$ cat src/rtl/lba_pkg.sv
// ----------------------------------------------------------------------------
// lba_pkg
// Widths, codes and memory port types of the block allocator
// ----------------------------------------------------------------------------
package lba_pkg;

  // pool geometry
  localparam int MaxBlocks = 256;
  localparam int IdW       = $clog2(MaxBlocks);
  localparam int CntW      = IdW + 1;
  localparam int PoolLimit = (MaxBlocks > 256) ? 256 : MaxBlocks;

  // request codes, code 3 has no meaning
  typedef enum logic [1:0] {
    OP_ALLOC    = 2'd0,
    OP_FREE     = 2'd1,
    OP_FREE_ALL = 2'd2
  } op_e;

  // result status codes
  typedef enum logic [1:0] {
    ST_OK        = 2'd0,
    ST_EXHAUSTED = 2'd1,
    ST_RANGE     = 2'd2,
    ST_DOUBLE    = 2'd3
  } status_e;

  // free stack memory port
  typedef struct packed {
    logic           we;
    logic [IdW-1:0] waddr;
    logic [IdW-1:0] wdata;
    logic           re;
    logic [IdW-1:0] raddr;
  } stk_port_t;

  // in-use map memory port
  typedef struct packed {
    logic           we;
    logic [IdW-1:0] waddr;
    logic           wdata;
    logic           re;
    logic [IdW-1:0] raddr;
  } map_port_t;

endpackage

$ cat src/rtl/lba_req_if.sv
// ----------------------------------------------------------------------------
// lba_req_if
// Request channel: operation code and block id with valid/ready
// ----------------------------------------------------------------------------
interface lba_req_if;
  logic       valid;
  logic       ready;
  logic [1:0] operation;
  logic [7:0] block_id;

  modport source (output valid, output operation, output block_id, input ready);
  modport sink   (input valid, input operation, input block_id, output ready);
endinterface

$ cat src/rtl/lba_rsp_if.sv
// ----------------------------------------------------------------------------
// lba_rsp_if
// Response channel: status, granted id and free count with valid/ready
// ----------------------------------------------------------------------------
interface lba_rsp_if;
  logic       valid;
  logic       ready;
  logic [1:0] status;
  logic [7:0] granted_id;
  logic [8:0] free_count;

  modport source (output valid, output status, output granted_id, output free_count,
                  input ready);
  modport sink   (input valid, input status, input granted_id, input free_count,
                  output ready);
endinterface

$ cat src/rtl/lifo_block_allocator.sv
// A request is accepted and its memory reads issued; it executes once the result
// register is free, which registers the result beat. One request is in flight at a
// time, set by the read-then-write pass on the free stack and in-use map memories;
// free-all is an ordinary request and a pool size write takes effect at its own edge.
// Reset: pool size 256, all ids free; the stack is not swept, a fill mark makes
// entries below it read as the descending refill order and valid bits clear the map.
// ----------------------------------------------------------------------------
// lifo_block_allocator
// Block id pool with a LIFO free stack and an in-use map held in RAM
// ----------------------------------------------------------------------------
module lifo_block_allocator (
  input  logic       clk_i,
  input  logic       rst_ni,
  lba_req_if.sink    req,
  lba_rsp_if.source  rsp,
  input  logic       cfg_we_i,
  input  logic [8:0] cfg_wdata_i
);
  import lba_pkg::*;

  stk_port_t      stk;
  map_port_t      map;
  logic [IdW-1:0] stk_rdata;
  logic           map_rdata;

  // sequencer and datapath
  lba_ctrl u_ctrl (
    .clk_i       (clk_i),
    .rst_ni      (rst_ni),
    .req         (req),
    .rsp         (rsp),
    .cfg_we_i    (cfg_we_i),
    .cfg_wdata_i (cfg_wdata_i),
    .stk_o       (stk),
    .stk_rdata_i (stk_rdata),
    .map_o       (map),
    .map_rdata_i (map_rdata)
  );

  // free stack storage
  lba_ram #(.AW(IdW), .DW(IdW)) u_stk_ram (
    .clk_i   (clk_i),
    .we_i    (stk.we),
    .waddr_i (stk.waddr),
    .wdata_i (stk.wdata),
    .re_i    (stk.re),
    .raddr_i (stk.raddr),
    .rdata_o (stk_rdata)
  );

  // in-use map storage
  lba_ram #(.AW(IdW), .DW(1)) u_map_ram (
    .clk_i   (clk_i),
    .we_i    (map.we),
    .waddr_i (map.waddr),
    .wdata_i (map.wdata),
    .re_i    (map.re),
    .raddr_i (map.raddr),
    .rdata_o (map_rdata)
  );

endmodule

$ cat src/rtl/lba_ram.sv
// ----------------------------------------------------------------------------
// lba_ram
// Simple dual-port synchronous RAM, one write and one registered read port
// ----------------------------------------------------------------------------
module lba_ram #(
  parameter int AW = 8,
  parameter int DW = 8
) (
  input  logic          clk_i,
  input  logic          we_i,
  input  logic [AW-1:0] waddr_i,
  input  logic [DW-1:0] wdata_i,
  input  logic          re_i,
  input  logic [AW-1:0] raddr_i,
  output logic [DW-1:0] rdata_o
);

  logic [DW-1:0] mem [2**AW];
  logic [DW-1:0] rdata_q;

  // write port
  always_ff @(posedge clk_i) begin
    if (we_i) begin
      mem[waddr_i] <= wdata_i;
    end
  end

  // read port, data held until the next read
  always_ff @(posedge clk_i) begin
    if (re_i) begin
      rdata_q <= mem[raddr_i];
    end
  end

  assign rdata_o = rdata_q;

endmodule

$ cat src/rtl/lba_ctrl.sv
// ----------------------------------------------------------------------------
// lba_ctrl
// Request sequencer: issues memory reads on accept, then checks, updates
// the stack depth and memories and registers the result beat
// ----------------------------------------------------------------------------
module lba_ctrl (
  input  logic                        clk_i,
  input  logic                        rst_ni,
  lba_req_if.sink                     req,
  lba_rsp_if.source                   rsp,
  input  logic                        cfg_we_i,
  input  logic [8:0]                  cfg_wdata_i,
  output lba_pkg::stk_port_t          stk_o,
  input  logic [lba_pkg::IdW-1:0]     stk_rdata_i,
  output lba_pkg::map_port_t          map_o,
  input  logic                        map_rdata_i
);
  import lba_pkg::*;

  localparam logic StIdle = 1'b0;
  localparam logic StExec = 1'b1;

  logic                 state_q, state_d;
  logic [CntW-1:0]      pool_q, pool_d;
  logic [CntW-1:0]      depth_q, depth_d;
  logic [CntW-1:0]      clean_q, clean_d;
  logic [MaxBlocks-1:0] valid_q, valid_d;
  logic [1:0]           op_q;
  logic [IdW-1:0]       id_q;
  logic                 rd_clean_q;
  logic [IdW-1:0]       imp_id_q;
  logic                 out_valid_q, out_valid_d;
  logic [1:0]           status_q, status_d;
  logic [IdW-1:0]       granted_q, granted_d;
  logic [CntW-1:0]      count_q, count_d;

  logic                 accept;
  logic                 done;
  logic [CntW-1:0]      depth_m1;
  logic [CntW-1:0]      cfg_sat;
  logic [IdW-1:0]       grant_id;

  // handshake: one item in flight, result register parts the two sides
  assign req.ready = (state_q == StIdle);
  assign accept    = req.valid && req.ready;
  assign done      = (state_q == StExec) && (!out_valid_q || rsp.ready);
  assign depth_m1  = depth_q - CntW'(1);

  // clamp written pool size into 1..limit
  always_comb begin
    cfg_sat = cfg_wdata_i[CntW-1:0];
    if (cfg_wdata_i == '0) begin
      cfg_sat = CntW'(1);
    end else if ({23'd0, cfg_wdata_i} > 32'(PoolLimit)) begin
      cfg_sat = CntW'(PoolLimit);
    end
  end

  // entries below the fill mark still hold their refill value
  assign grant_id = rd_clean_q ? imp_id_q : stk_rdata_i;

  // execute step
  always_comb begin
    state_d     = state_q;
    pool_d      = pool_q;
    depth_d     = depth_q;
    clean_d     = clean_q;
    valid_d     = valid_q;
    status_d    = status_q;
    granted_d   = granted_q;
    count_d     = count_q;
    // reads issued on accept; writes only happen in exec, so no overlap
    stk_o.re    = accept && (req.operation == OP_ALLOC) && (depth_q != '0);
    stk_o.raddr = depth_m1[IdW-1:0];
    map_o.re    = accept && (req.operation == OP_FREE);
    map_o.raddr = req.block_id;
    stk_o.we    = 1'b0;
    stk_o.waddr = depth_q[IdW-1:0];
    stk_o.wdata = id_q;
    map_o.we    = 1'b0;
    map_o.waddr = id_q;
    map_o.wdata = 1'b0;
    out_valid_d = out_valid_q && !rsp.ready;

    if (accept) begin
      state_d = StExec;
    end

    if (cfg_we_i) begin
      pool_d  = cfg_sat;
      depth_d = cfg_sat;
      clean_d = cfg_sat;
      valid_d = '0;
    end

    if (done) begin
      state_d     = StIdle;
      out_valid_d = 1'b1;
      status_d    = ST_OK;
      granted_d   = '0;
      case (op_q)
        OP_ALLOC: begin
          if (depth_q == '0) begin
            status_d = ST_EXHAUSTED;
          end else begin
            granted_d          = grant_id;
            depth_d            = depth_m1;
            map_o.we           = 1'b1;
            map_o.waddr        = grant_id;
            map_o.wdata        = 1'b1;
            valid_d[grant_id]  = 1'b1;
          end
        end
        OP_FREE: begin
          if ({1'b0, id_q} >= pool_q) begin
            status_d = ST_RANGE;
          end else if (!(valid_q[id_q] && map_rdata_i)) begin
            status_d = ST_DOUBLE;
          end else begin
            map_o.we = 1'b1;
            if (depth_q < pool_q) begin
              stk_o.we = 1'b1;
              depth_d  = depth_q + CntW'(1);
              if (depth_q < clean_q) begin
                clean_d = depth_q;
              end
            end
          end
        end
        OP_FREE_ALL: begin
          depth_d = pool_q;
          clean_d = pool_q;
          valid_d = '0;
        end
        default: begin
        end
      endcase
      count_d = depth_d;
    end
  end

  // control state
  always_ff @(posedge clk_i or negedge rst_ni) begin
    if (!rst_ni) begin
      state_q     <= StIdle;
      pool_q      <= CntW'(PoolLimit);
      depth_q     <= CntW'(PoolLimit);
      clean_q     <= CntW'(PoolLimit);
      valid_q     <= '0;
      out_valid_q <= 1'b0;
    end else begin
      state_q     <= state_d;
      pool_q      <= pool_d;
      depth_q     <= depth_d;
      clean_q     <= clean_d;
      valid_q     <= valid_d;
      out_valid_q <= out_valid_d;
    end
  end

  // request capture and result payload
  always_ff @(posedge clk_i) begin
    if (accept) begin
      op_q       <= req.operation;
      id_q       <= req.block_id;
      rd_clean_q <= depth_m1 < clean_q;
      imp_id_q   <= IdW'(pool_q - depth_q);
    end
    status_q  <= status_d;
    granted_q <= granted_d;
    count_q   <= count_d;
  end

  assign rsp.valid      = out_valid_q;
  assign rsp.status     = status_q;
  assign rsp.granted_id = granted_q;
  assign rsp.free_count = count_q;

endmodule

$ cat src/flat_wrapper.sv
// flat-port wrapper written by rule: the top's interface ports become plain ports
module lifo_block_allocator_flat import lba_pkg::*;
  (clk_i, rst_ni, cfg_we_i, cfg_wdata_i, req_valid, req_operation, req_block_id, req_ready, rsp_valid, rsp_status, rsp_granted_id, rsp_free_count, rsp_ready);
  lba_req_if req_i ();
  lba_rsp_if rsp_i ();
  input  logic clk_i;
  input  logic rst_ni;
  input  logic cfg_we_i;
  input  logic [8:0] cfg_wdata_i;
  input wire logic [$bits(req_i.valid)-1:0] req_valid;
  input wire logic [$bits(req_i.operation)-1:0] req_operation;
  input wire logic [$bits(req_i.block_id)-1:0] req_block_id;
  output wire logic [$bits(req_i.ready)-1:0] req_ready;
  output wire logic [$bits(rsp_i.valid)-1:0] rsp_valid;
  output wire logic [$bits(rsp_i.status)-1:0] rsp_status;
  output wire logic [$bits(rsp_i.granted_id)-1:0] rsp_granted_id;
  output wire logic [$bits(rsp_i.free_count)-1:0] rsp_free_count;
  input wire logic [$bits(rsp_i.ready)-1:0] rsp_ready;
  assign req_i.valid = req_valid;
  assign req_i.operation = req_operation;
  assign req_i.block_id = req_block_id;
  assign req_ready = req_i.ready;
  assign rsp_valid = rsp_i.valid;
  assign rsp_status = rsp_i.status;
  assign rsp_granted_id = rsp_i.granted_id;
  assign rsp_free_count = rsp_i.free_count;
  assign rsp_i.ready = rsp_ready;
  lifo_block_allocator u_core (.clk_i(clk_i), .rst_ni(rst_ni), .req(req_i), .rsp(rsp_i), .cfg_we_i(cfg_we_i), .cfg_wdata_i(cfg_wdata_i));
endmodule
$ cat config.mk
export PLATFORM = sky130hd
export DESIGN_NAME = lifo_block_allocator_flat
export DESIGN_NICKNAME = d
export VERILOG_FILES = /design/src/rtl/lba_pkg.sv /design/src/rtl/lba_req_if.sv /design/src/rtl/lba_rsp_if.sv /design/src/rtl/lifo_block_allocator.sv /design/src/rtl/lba_ram.sv /design/src/rtl/lba_ctrl.sv /design/src/flat_wrapper.sv
export SDC_FILE = /design/constraint.sdc
export NUM_CORES = 2
export LEC_CHECK = 0
export BUFFER_PORTS_ARGS = -buffer_cell sky130_fd_sc_hd__buf_2
export CAP_MARGIN = 20
export CORE_MARGIN = 2
export CORE_UTILIZATION = 63
export DETAILED_ROUTE_END_ITERATION = 16
export GPL_TIMING_DRIVEN = 1
export PLACE_DENSITY = 0.77
export SYNTH_ARGS = -nofsm -noshare
export SYNTH_HDL_FRONTEND = slang
export SYNTH_SLANG_ARGS = --single-unit
$ cat constraint.sdc
create_clock -name clk_i -period 9.2 [get_ports clk_i]
set_clock_uncertainty 0.2 [all_clocks]
set_input_delay 0.46 -clock clk_i [delete_from_list [all_inputs] [get_ports clk_i]]
set_output_delay 0.46 -clock clk_i [all_outputs]
set_load 0.03 [all_outputs]
==> results.toml <==
[run_status]
status = "completed"

[logic_synthesis]
syn_avg_cell_area_um2 = 19.0
synth_cell_types = 76
syn-num-nets = 5714
yosysTopAreaCell = "edfxtp_1"
netlist_area_um2 = 107000
yosys_warnings = 0
async_flop_share_pct = 10.8
synth_seq_area_share_pct = 72.4
ys_seq_elements = 2636
synth_area_leaders = "edfxtp_1 (66%), mux4_2 (16%), dfrtp_1 (6.6%), nor2_1 (2.0%), a22o_1 (2.0%)"
yosysMostFrequentCell = "edfxtp_1"
synth_edf_count = 2351
synth_top_area_share_pct = 65.8
ys_top_cells_by_count = "edfxtp_1 (2351), mux4_2 (743), nor2_1 (584), nand2_1 (330), dfrtp_1 (282)"
synthCells = 5641
synthFlopType = "edfxtp_1"

[cts]
cts_setup_buffers = 0
cts_sinks = 2636
clockBufferDepth = 4
htree_levels = 5
tritoncts = "done"
cts_buffers = 277
path_clk_slew_ns = 0.07
root_buffer = "clkbuf_16"
ctsHoldBuffers = 31
cts_resized = 0
clk_latency_ns = 0.92

[global_routing]
grt_max_degree = 257
grt_usage_pct = 32.9
grt_pass1_vias = 57500
grt_antenna_before_repair = 8
grt_pass1_wl_um = 410000
grt_overflow = 0

[routing]
ant_nets = 0
via_count = 58100
routed_wirelength_um = 281000
via_per_inst = 7.12
route.detailed.drc = 0
wl_per_cell_um = 34.5
drt-initial-drc-count = 9108
drt_first_pass_iters = 8

[final_layout]
post_layout_nonfiller_instances = 8152
drive_gt1_share_pct = 22.3
areaGrowthSynthToFinish_pct = 10.4
layout.nets = 5816
utilization_pct = 70.0

[power_and_ir_drop]
p_leak_nw = 38.7
p_per_area_nw_per_um2 = 312
vdd_ir_drop_max_mv = 0.337

[timing]
grt_setup_unrepaired = "false"
slew_viol_final = 0
min_period_over_period_pct = 69.7
tightest_slew_ns = 1.40
max_freq_mhz = 156
finalSetupTns_ns = 0
relSlewSlack_pct = 6.71
hold_viol = 0
period_needed_ns = 6.41
setup_slack_ns = 2.79
setup_viol = 0

[place]
hpwlAfterDp_um = 165000
pre_cts_slack_ns = 2.90
routabilityCongestion = 0.955
place_inst = 7638
portBuffers = 44

[floorplan]
io-pin-count = 45
die_y_um = 417
fp-row-count = 151
die_x_um = 417
design.core.area_um2 = 169000
dieArea_um2 = 174000
initial_core_util_pct = 63.4

[worst_setup_path]
crit_path_start_kind = "flip-flop"
crit_arrival_ns = 6.73
end_kind = "flip-flop"
crit_type = "flip-flop to flip-flop"
critPathMaxFanout = 61
cp_data_required_time_ns = 9.52

[worst_hold_path]
hold_path.class = "input port to flip-flop"

[run]
cap_violations = 0
where the power goes:
part	internal (W)	switching, W
logic	0.00484	0.00764
clock network	0.00610	0.00451
registers	0.0136	0.000220
total	0.0245	0.0124
sequential cells by signal (all words and copies together), names as in the netlist:
register	flops
u_core.u_ctrl.rsp.granted_id	8
u_core.u_ctrl.rd_clean_q	1
u_core.u_ctrl.clean_q	9
u_core.u_ctrl.state_q	1
u_core.u_stk_ram.rdata_o	8
u_core.u_ctrl.rsp.valid	1
u_core.u_ctrl.id_q	8
u_core.u_ctrl.imp_id_q	8
u_core.u_stk_ram.mem	2048
u_core.u_ctrl.depth_q	9
u_core.u_ctrl.pool_q	9
u_core.u_map_ram.rdata_o	1
u_core.u_map_ram.mem	256
u_core.u_ctrl.rsp.free_count	9
u_core.u_ctrl.rsp.status	2
u_core.u_ctrl.valid_q	256
u_core.u_ctrl.op_q	2
placed cells by master (no fill, tap or decap), types with 18 or more instances in the layout:
cell type,n
nand3_1,84
ha_1,47
a22oi_1,33
mux2i_1,90
nand2_1,330
a21oi_1,50
dlygate4sd3_1,30
a311oi_1,24
clkinv_2,42
inv_1,52
buf_4,97
nor2_1,583
clkbuf_1,61
and3_1,41
and2_1,19
edfxtp_1,2351
dfrtp_1,281
o21a_1,18
mux4_2,743
clkbuf_16,283
clkinv_1,37
a22o_1,243
o21ai_0,60
buf_2,42
area by class of cell:
cell class	instances	area [µm²]
Sequential cell	2636	77700
Clock inverter	111	942
Inverter	57	219
Fill cell	9941	50800
Multi-Input combinational cell	2576	27600
Tap cell	2218	2780
Timing Repair Buffer	195	1700
Antenna cell	7	17.5
Clock buffer	352	7410
worst max-delay path: stages, from the launching register on:
cell and delay (ns):
edfxtp_1 0.36, buf_4 0.43, buf_4 0.79, mux4_2 0.37
mux2_2 0.15, a22oi_1 0.07, o2111ai_1 0.31, o32ai_2 0.15
nor3_4 0.50, nand4_2 0.32, or4_2 1.08, buf_4 0.49
nor2_1 0.69
kinds of logic (layout without fill, tap and decap cells):
family	count (synthesis)	count (layout)	share of synthesized area, %
mux	848	848	16.7
xor+xnor	19	19	0.155
flops	2636	2636	72.4
other cells	0	7	0
fa+ha+maj	49	49	0.578
simple gates	1126	1126	4.35
buf+inv	429	715	1.90
compound gates	534	534	3.89
path summary, 6_finish.rpt:
kind | slack (ns) | endpoint | startpoint | depth (start not counted)
setup / recovery | 2.79 | u_core.u_stk_ram.mem[130][4]$_DFFE_PP_ | u_core.u_ctrl.id_q[1]$_DFFE_PP_ | 12
hold / removal | 0.14 | u_core.u_ctrl.id_q[5]$_DFFE_PP_ | req_block_id[5] | 2
setup reg to reg | 2.79 | u_core.u_stk_ram.mem[130][4]$_DFFE_PP_ | u_core.u_ctrl.id_q[1]$_DFFE_PP_ | 12
hold reg to reg | 0.28 | u_core.u_ctrl.valid_q[243]$_DFF_PN0_ | u_core.u_ctrl.valid_q[243]$_DFF_PN0_ | 2
max in group asynchronous | 7.20 | u_core.u_ctrl.depth_q[0]$_DFF_PN0_ | rst_ni | 4
min in group asynchronous | 0.52 | u_core.u_ctrl.valid_q[223]$_DFF_PN0_ | rst_ni | 4
routing by layer:
layer,wire length (µm),GRT usage (%)
met1,101000,45.9
met2,131000,49.7
met3,32000,7.33
met4,17200,16.7
met5,55,0
per-stage QoR:
stage               power [W]  hold WS [ns]  cell area, µm²
floorplan              0.0219       -0.0356          107000
global placement       0.0260         0.255          110000
detailed placement     0.0261         0.262          110000
CTS                    0.0368        0.0943          118000
global route           0.0378         0.125          118000
finish                 0.0369         0.142          118000
(Power assumes the default switching activity.)
